--- src/sv/edf_pkg.sv ---
package edf_pkg;

  localparam int TaskSlots = 16;
  localparam int SlotBits  = 4;
  localparam int TimeBits  = 32;
  localparam int StampBits = 32;

  typedef logic [SlotBits-1:0]  slot_t;
  typedef logic [TimeBits-1:0]  time_t;
  typedef logic [StampBits-1:0] stamp_t;

  typedef enum logic [2:0] {
    REQ_CREATE    = 3'd0,
    REQ_TERMINATE = 3'd1,
    REQ_SET_DL    = 3'd2,
    REQ_SLEEP     = 3'd3,
    REQ_TICK      = 3'd4,
    REQ_LOAD      = 3'd5,
    REQ_BLOCK     = 3'd6,
    REQ_WAKE      = 3'd7
  } req_t;

  typedef enum logic [1:0] {
    PLACE_READY = 2'd0,
    PLACE_SLEEP = 2'd1,
    PLACE_BLOCK = 2'd2
  } place_t;

  // one slot entry as stored in memory
  typedef struct packed {
    logic   used;
    place_t place;
    time_t  deadline;
    time_t  wake;
    stamp_t stamp;
  } entry_t;

  localparam int EntryBits = $bits(entry_t);

  typedef enum logic [2:0] {
    ST_CLEAR,
    ST_IDLE,
    ST_PICK,
    ST_EXEC,
    ST_SWEEP,
    ST_PICK2,
    ST_DONE
  } state_t;

endpackage

--- src/sv/edf_ram.sv ---
module edf_ram #(
  parameter int Width = 8,
  parameter int Depth = 16
) (
  input  logic                     clk,
  input  logic                     we,
  input  logic [$clog2(Depth)-1:0] waddr,
  input  logic [Width-1:0]         wdata,
  input  logic [$clog2(Depth)-1:0] raddr,
  output logic [Width-1:0]         rdata
);

  logic [Width-1:0] mem [Depth];

  always_ff @(posedge clk) begin
    if (we) begin
      mem[waddr] <= wdata;
    end
    rdata <= mem[raddr];
  end

endmodule

--- src/sv/edf_task_scheduler.sv ---
// EDF task scheduler.
// Request channel: present in_req_type, in_target_slot, in_deadline_value and
// in_tick_amount with start high while busy is low; the word is taken at
// that edge and busy rises the next cycle.
// Result channel: out_valid pulses for one cycle with out_status,
// out_running_slot, out_created_slot, out_deadline_passed and out_tick_now.
// The receiver cannot stall; the result is shown once.
// A request walks the slot table in one memory several times:
// a scan to find the running slot, the action (a read-modify-write of one
// slot, or a sweep for a create or a tick, two passes for a tick), and a
// final scan. One request at a time; the next word is taken the cycle
// after the result. The table memory's single read port paces every scan.
// Reset: a clearing pass writes every slot entry, one per cycle, holding
// busy high; slot 0 becomes the idle task.
module edf_task_scheduler
  import edf_pkg::*;
(
  input  logic                 clk,
  input  logic                 rst_n,
  input  logic                 start,
  output logic                 busy,
  input  logic [2:0]           in_req_type,
  input  logic [SlotBits-1:0]  in_target_slot,
  input  logic [TimeBits-1:0]  in_deadline_value,
  input  logic [TimeBits-1:0]  in_tick_amount,
  output logic                 out_valid,
  output logic                 out_status,
  output logic [SlotBits-1:0]  out_running_slot,
  output logic [SlotBits-1:0]  out_created_slot,
  output logic                 out_deadline_passed,
  output logic [TimeBits-1:0]  out_tick_now
);

  localparam int CntBits = SlotBits + 1;

  state_t state_r, state_nxt;
  logic [CntBits-1:0] cnt_r, cnt_nxt;
  logic pass_r, pass_nxt;

  req_t  req_r, req_nxt;
  slot_t tgt_r, tgt_nxt;
  time_t dl_r, dl_nxt, amt_r, amt_nxt;

  time_t  tick_r, tick_nxt;
  stamp_t ins_r, ins_nxt;

  slot_t  best_r, best_nxt;
  time_t  bdl_r, bdl_nxt;
  stamp_t bst_r, bst_nxt;
  slot_t  run_r, run_nxt;
  logic   status_r, status_nxt;
  slot_t  created_r, created_nxt;
  logic   found_r, found_nxt;

  logic   we;
  slot_t  waddr, raddr;
  entry_t wdata, rdata;
  entry_t rd_e;

  edf_ram #(.Width(EntryBits), .Depth(TaskSlots)) u_tab (
    .clk   (clk),
    .we    (we),
    .waddr (waddr),
    .wdata (wdata),
    .raddr (raddr),
    .rdata (rdata)
  );

  assign rd_e = rdata;

  // entry read in the previous cycle corresponds to slot cnt_r-1
  slot_t cur;
  assign cur = slot_t'(cnt_r - CntBits'(1));

  always_ff @(posedge clk) begin
    if (!rst_n) begin
      state_r <= ST_CLEAR;
      cnt_r   <= '0;
      tick_r  <= '0;
      ins_r   <= StampBits'(1);
    end else begin
      state_r <= state_nxt;
      cnt_r   <= cnt_nxt;
      tick_r  <= tick_nxt;
      ins_r   <= ins_nxt;
    end
  end

  always_ff @(posedge clk) begin
    pass_r    <= pass_nxt;
    req_r     <= req_nxt;
    tgt_r     <= tgt_nxt;
    dl_r      <= dl_nxt;
    amt_r     <= amt_nxt;
    best_r    <= best_nxt;
    bdl_r     <= bdl_nxt;
    bst_r     <= bst_nxt;
    run_r     <= run_nxt;
    status_r  <= status_nxt;
    created_r <= created_nxt;
    found_r   <= found_nxt;
  end

  always_comb begin
    state_nxt   = state_r;
    cnt_nxt     = cnt_r;
    pass_nxt    = pass_r;
    req_nxt     = req_r;
    tgt_nxt     = tgt_r;
    dl_nxt      = dl_r;
    amt_nxt     = amt_r;
    tick_nxt    = tick_r;
    ins_nxt     = ins_r;
    best_nxt    = best_r;
    bdl_nxt     = bdl_r;
    bst_nxt     = bst_r;
    run_nxt     = run_r;
    status_nxt  = status_r;
    created_nxt = created_r;
    found_nxt   = found_r;
    we          = 1'b0;
    waddr       = cur;
    wdata       = rd_e;
    raddr       = slot_t'(cnt_r);
    busy        = 1'b1;
    out_valid   = 1'b0;

    case (state_r)
      ST_CLEAR: begin
        we             = 1'b1;
        waddr          = slot_t'(cnt_r);
        wdata          = '0;
        wdata.place    = PLACE_READY;
        if (cnt_r == '0) begin
          wdata.used     = 1'b1;
          wdata.deadline = '1;
        end
        cnt_nxt = cnt_r + CntBits'(1);
        if (cnt_r == CntBits'(TaskSlots - 1)) begin
          state_nxt = ST_IDLE;
        end
      end
      ST_IDLE: begin
        busy = 1'b0;
        if (start) begin
          req_nxt   = req_t'(in_req_type);
          tgt_nxt   = in_target_slot;
          dl_nxt    = in_deadline_value;
          amt_nxt   = in_tick_amount;
          cnt_nxt   = '0;
          state_nxt = ST_PICK;
        end
      end
      ST_PICK, ST_PICK2: begin
        raddr   = slot_t'(cnt_r);
        cnt_nxt = cnt_r + CntBits'(1);
        if (cnt_r == CntBits'(1)) begin
          best_nxt = '0;
          bdl_nxt  = rd_e.deadline;
          bst_nxt  = rd_e.stamp;
        end else if (cnt_r != '0) begin
          if (rd_e.used && rd_e.place == PLACE_READY &&
              (rd_e.deadline < bdl_r ||
               (rd_e.deadline == bdl_r && rd_e.stamp > bst_r))) begin
            best_nxt = cur;
            bdl_nxt  = rd_e.deadline;
            bst_nxt  = rd_e.stamp;
          end
        end
        if (cnt_r == CntBits'(TaskSlots)) begin
          cnt_nxt = '0;
          if (state_r == ST_PICK) begin
            run_nxt     = best_nxt;
            status_nxt  = 1'b0;
            created_nxt = '0;
            found_nxt   = 1'b0;
            pass_nxt    = 1'b0;
            if (req_r == REQ_TICK) begin
              tick_nxt  = tick_r + TimeBits'(1);
              cnt_nxt   = CntBits'(1);
              state_nxt = ST_SWEEP;
            end else if (req_r == REQ_CREATE) begin
              cnt_nxt   = CntBits'(1);
              state_nxt = ST_SWEEP;
            end else begin
              state_nxt = ST_EXEC;
            end
          end else begin
            state_nxt = ST_DONE;
          end
        end
      end
      ST_EXEC: begin
        // with cnt_r at 0 the read of the affected slot is issued; with cnt_r at 1 it is written back
        raddr = (req_r == REQ_WAKE) ? tgt_r : run_r;
        if (cnt_r == '0) begin
          cnt_nxt = CntBits'(1);
        end else begin
          waddr   = raddr;
          wdata   = rd_e;
          cnt_nxt = '0;
          state_nxt = ST_PICK2;
          case (req_r)
            REQ_LOAD: begin
              tick_nxt = amt_r;
            end
            REQ_WAKE: begin
              if (tgt_r == '0 || !rd_e.used || rd_e.place != PLACE_BLOCK) begin
                status_nxt = 1'b1;
              end else begin
                we          = 1'b1;
                wdata.place = PLACE_READY;
                wdata.stamp = ins_r;
                ins_nxt     = ins_r + StampBits'(1);
              end
            end
            default: begin
              if (run_r == '0) begin
                status_nxt = 1'b1;
              end else begin
                we = 1'b1;
                case (req_r)
                  REQ_TERMINATE: begin
                    wdata.used  = 1'b0;
                    wdata.place = PLACE_READY;
                  end
                  REQ_SET_DL: begin
                    wdata.deadline = dl_r;
                    wdata.place    = PLACE_READY;
                    wdata.stamp    = ins_r;
                    ins_nxt        = ins_r + StampBits'(1);
                  end
                  REQ_SLEEP: begin
                    wdata.wake  = tick_r + amt_r;
                    wdata.place = PLACE_SLEEP;
                  end
                  default: begin
                    wdata.place = PLACE_BLOCK;
                  end
                endcase
              end
            end
          endcase
        end
      end
      ST_SWEEP: begin
        // read slot cnt, examine slot cnt-1 (slots 1..N-1)
        raddr   = slot_t'(cnt_r);
        cnt_nxt = cnt_r + CntBits'(1);
        if (cnt_r >= CntBits'(2)) begin
          if (req_r == REQ_CREATE) begin
            if (!found_r && !rd_e.used) begin
              we             = 1'b1;
              wdata          = rd_e;
              wdata.used     = 1'b1;
              wdata.deadline = dl_r;
              wdata.wake     = '0;
              wdata.place    = PLACE_READY;
              wdata.stamp    = ins_r;
              ins_nxt        = ins_r + StampBits'(1);
              found_nxt      = 1'b1;
              created_nxt    = cur;
            end
          end else if (rd_e.used &&
                       ((!pass_r && rd_e.place == PLACE_SLEEP &&
                         (rd_e.deadline <= tick_r || rd_e.wake <= tick_r)) ||
                        (pass_r && rd_e.place == PLACE_BLOCK &&
                         rd_e.deadline <= tick_r))) begin
            we          = 1'b1;
            wdata       = rd_e;
            wdata.place = PLACE_READY;
            wdata.stamp = ins_r;
            ins_nxt     = ins_r + StampBits'(1);
          end
        end
        if (cnt_r == CntBits'(TaskSlots)) begin
          if (req_r == REQ_TICK && !pass_r) begin
            pass_nxt = 1'b1;
            cnt_nxt  = CntBits'(1);
          end else begin
            if (req_r == REQ_CREATE) begin
              status_nxt = !found_nxt;
            end
            cnt_nxt   = '0;
            state_nxt = ST_PICK2;
          end
        end
      end
      ST_DONE: begin
        // read back the running slot deadline
        raddr = best_r;
        if (cnt_r == '0) begin
          cnt_nxt = CntBits'(1);
        end else begin
          out_valid = 1'b1;
          state_nxt = ST_IDLE;
        end
      end
      default: begin
        state_nxt = ST_IDLE;
      end
    endcase
  end

  // sweep writes trail reads by one slot, so no same-entry overlap arises
  assign out_status          = status_r;
  assign out_running_slot    = best_r;
  assign out_created_slot    = created_r;
  assign out_deadline_passed = rd_e.deadline <= tick_r;
  assign out_tick_now        = tick_r;

endmodule

--- config.mk ---
export PLATFORM = sky130hd
export DESIGN_NAME = edf_task_scheduler
export DESIGN_NICKNAME = d
export VERILOG_FILES = /design/src/sv/edf_pkg.sv /design/src/sv/edf_ram.sv /design/src/sv/edf_task_scheduler.sv
export SDC_FILE = /design/constraint.sdc
export NUM_CORES = 2
export LEC_CHECK = 0
export BUFFER_PORTS_ARGS = -buffer_cell sky130_fd_sc_hd__buf_2
export CORE_ASPECT_RATIO = 1.75
export CORE_MARGIN = 4
export CORE_UTILIZATION = 40
export CTS_BUF_LIST = sky130_fd_sc_hd__clkbuf_16
export DETAILED_ROUTE_END_ITERATION = 6
export PLACE_DENSITY = 0.6
export SLEW_MARGIN = 5
export SYNTH_ARGS = -nofsm -noshare
export SYNTH_HDL_FRONTEND = slang
export SYNTH_HIERARCHICAL = 1
export SYNTH_SLANG_ARGS = --single-unit
--- constraint.sdc ---
create_clock -name clk -period 24.9 [get_ports clk]
set_clock_uncertainty 0.15 [all_clocks]
set_input_delay 0 -clock clk [delete_from_list [all_inputs] [get_ports clk]]
set_output_delay 0 -clock clk [all_outputs]
set_load 0.005 [all_outputs]
==> reports/metrics.yaml <==
grt:
  grt_max_degree: 99
  grt_pass1_vias: 43090
  met3_usage: 0.02409
  grt_util_all_layers: 0.1980
  antenna_found_initial: 8
  busiest_layer: "met2"
  grtUsageMet2: 0.3583
  grt_use_met1: 0.2369
  grt.overflow.total: 0
  grt_pass1_wl_mm: 293.8
run_status:
  status: "complete, no violations"
cts:
  cts-root-buf: "clkbuf_16"
  cts_tree: "built"
  cts_max_level: 4
  clock_sinks: 1905
  clk-insertion-delay-late_ns: 0.81
  numCtsBuffers: 169
  clk_pin_slew_ns: 0.07
  clock_path_buffers: 4
routing:
  drtIter0Drc: 3683
  drcViolationCount: 0
  postRouteAntennaNets: 0
  routed_wl_mm: 200.4
  avgViaCountPerCell: 5.758
  vias: 41560
  drtPass1Iterations: 5
  routedWlPerCell_um: 27.77
synthesis:
  async_flop_share: 0
  ys.flop_type: "edfxtp_1"
  synth_edf_count: 1734
  yosysUniqueCellTypes: 89
  syn_avg_cell_area_um2: 17.94
  yosys.area.top_type_share: 0.6763
  ys_seq_area_frac: 0.7208
  synthCells: 4291
  ys_warn_count: 6
  yosys-top-cells-area: "edfxtp_1 (68%), mux4_2 (12%), dfxtp_1 (4.4%)"
  synth_nets: 4533
  synth_seq_cells: 1905
  synth_top_area_cell: "edfxtp_1"
  synth_area_mm2: 0.07699
finish:
  final_layout_size_suffix_gt1_frac: 0.1957
  final_cell_mix: "edfxtp_1 (1734), mux4_2 (396), nand2_1 (231)"
  final_common_cell: "edfxtp_1"
  final_nets: 4866
  fillers: 16280
  synthToLayoutAreaGrowth_pct: 13.78
power:
  power_per_cell_area_mw_per_mm2: 79.12
  vdd_drop_max_uv: 60.94
  power_leakage_nw: 29.44
setup_path:
  crit_buf_inv: 4
  cp-start-kind: "flop"
  cp.required_ns: 25.14
  end_kind: "flop"
  rrSetupSlack_ns: 17.60
  critPathKind: "reg -> reg"
  slowest_delay_ns: 0.94
  crit_family: "simple AND/OR/NAND/NOR gates"
  arrival_ns: 7.54
  cp_slowest_cell: "nor2_4"
  crit_fanout: 56
  crit_chain: "inv_1 -> nor2_4 -> buf_4 -> nand2_1 -> nor2_4 -> nor2_1 -> or2_1 -> o21ai_0 -> nand3b_1 -> nor2_4 -> buf_4 -> buf_4"
timing:
  min_period_ns: 7.299
  post-route-period-util: 0.2931
  tns_ns: 0
  final-setup-viol-count: 0
  finalMaxSlewViolations: 0
  hold_violations: 0
  rsz0062_at_grt: "false"
  tightest_slew_ns: 1.264
  max_freq_mhz: 137.0
  relSlewSlack: 0.1518
  setup_ws_ns: 17.60
min_path:
  hp-class: "in -> reg"
floorplanning:
  rows: 212
  core_mm2: 0.1910
  initial_core_util: 0.4031
  fp.dieW_um: 339.6
  pin_count: 118
  die_area_mm2: 0.1998
  die_h_um: 588.4
placement:
  io_buffer_count: 117
  dpl.hpwl_mm: 124.5
  place_ws_ns: 17.61
  gp_congestion: 0.9340
flow_run:
  drv_cap: 0
-- synthesized netlist by cell type (16+ instances only) --
| cell | n |
|---|---|
| a21oi_1 | 136 |
| buf_1 | 25 |
| o21ai_0 | 145 |
| and3_1 | 23 |
| nor3_1 | 30 |
| a221o_1 | 34 |
| nand2_1 | 231 |
| nor2_1 | 176 |
| o21a_1 | 17 |
| nand4_1 | 48 |
| ha_1 | 167 |
| a22oi_1 | 206 |
| dfxtp_1 | 171 |
| xor2_1 | 20 |
| inv_1 | 120 |
| buf_2 | 57 |
| nand3_1 | 57 |
| edfxtp_1 | 1734 |
| o31ai_1 | 16 |
| nand2b_1 | 24 |
| o22a_1 | 20 |
| mux4_2 | 396 |
| buf_6 | 30 |
| a21o_1 | 55 |
| nor2b_1 | 16 |
| clkbuf_1 | 93 |
-- timing repair --
item / CTS / global route
hold buffers: 144 / 0
endpoints found under the setup margin: 0 / 0
endpoints found under the hold margin: 116 / 0
gates resized for setup: 0 / 0
buffers inserted: 0 / 0
-- through the flow --
| stage | instances | hold slack [ns] | utilization | instance area, um^2 | power, mW |
|---|---|---|---|---|---|
| floorplan | 4291 | -0.05113 | - | 76990 | 4.102 |
| detailed placement | 6769 | 0.02809 | 0.4222 | 80630 | 4.347 |
| CTS | 7213 | 0.08264 | 0.4586 | 87580 | 6.990 |
| global placement | 6769 | 0.02711 | 0.4222 | 80630 | 4.343 |
| global route | 7215 | 0.1489 | 0.4586 | 87590 | 7.160 |
| finish | 7218 | 0.1079 | 0.4587 | 87600 | 6.931 |
-- sequential cells by signal, indices dropped and copies added (netlist names) --
| signal | count |
|---|---|
| u_tab/mem | 1584 |
| u_tab/rdata | 99 |
| amt_r | 32 |
| bdl_r | 32 |
| bst_r | 32 |
| dl_r | 32 |
| ins_r | 32 |
| out_tick_now | 32 |
| cnt_r | 5 |
| out_created_slot | 4 |
| out_running_slot | 4 |
| run_r | 4 |
| tgt_r | 4 |
| req_r | 3 |
| state_r | 3 |
| found_r | 1 |
| out_status | 1 |
| pass_r | 1 |
-- cells by family after synthesis --
logic type	after synthesis	share of synthesized area
buffers and inverters	335	0.02062
adders and majority gates	168	0.02740
DFF	1905	0.7208
AOI/OAI and AO/OA	754	0.06663
muxes	413	0.1181
xor gates and xnor gates	35	0.003982
and+or+nand+nor	681	0.04248
-- final timing paths --
check	startpoint	to	depth (start not counted)
worst min-delay path	rst_n	ins_r[0]$_SDFFE_PN1P_	4
worst min register to register	u_tab/rdata[64]$_DFF_P_	bdl_r[0]$_DFFE_PP_	0
worst max-delay path	state_r[1]$_SDFFE_PN0P_	u_tab/mem[10][26]$_DFFE_PP_	12
worst max register to register	state_r[1]$_SDFFE_PN0P_	u_tab/mem[10][26]$_DFFE_PP_	12
-- worst min-delay path, cell delays in order --
cell and delay, ns:
dlygate4sd3_1 0.54, buf_2 0.12, buf_4 0.21, o21ai_0 0.11
-- layer usage --
metal / share of wire / wire length (um)
met4: 0.050 / 9973
met2: 0.53 / 105600
met1: 0.37 / 74490
met3: 0.052 / 10340
met5: 0.000085 / 17
-- cell type report --
class	instances	area (um^2)	area share
Multi-Input combinational cell	2051	20130	0.2298
Sequential cell	1905	55490	0.6335
Clock buffer	174	4354	0.04971
Clock inverter	126	1151	0.01314
Inverter	121	454.2	0.005185
Antenna cell	4	10.01	0.0001143
Tap cell	2461	3079	0.03515
Timing Repair Buffer	376	2928	0.03342
-- where the power goes --
group / internal [mW] / switching [mW]
sequential: 3.60 / 0.0955
clock: 1.50 / 1.15
combinational: 0.238 / 0.354
total: 5.34 / 1.59
Power figures use the tool's default switching activity.
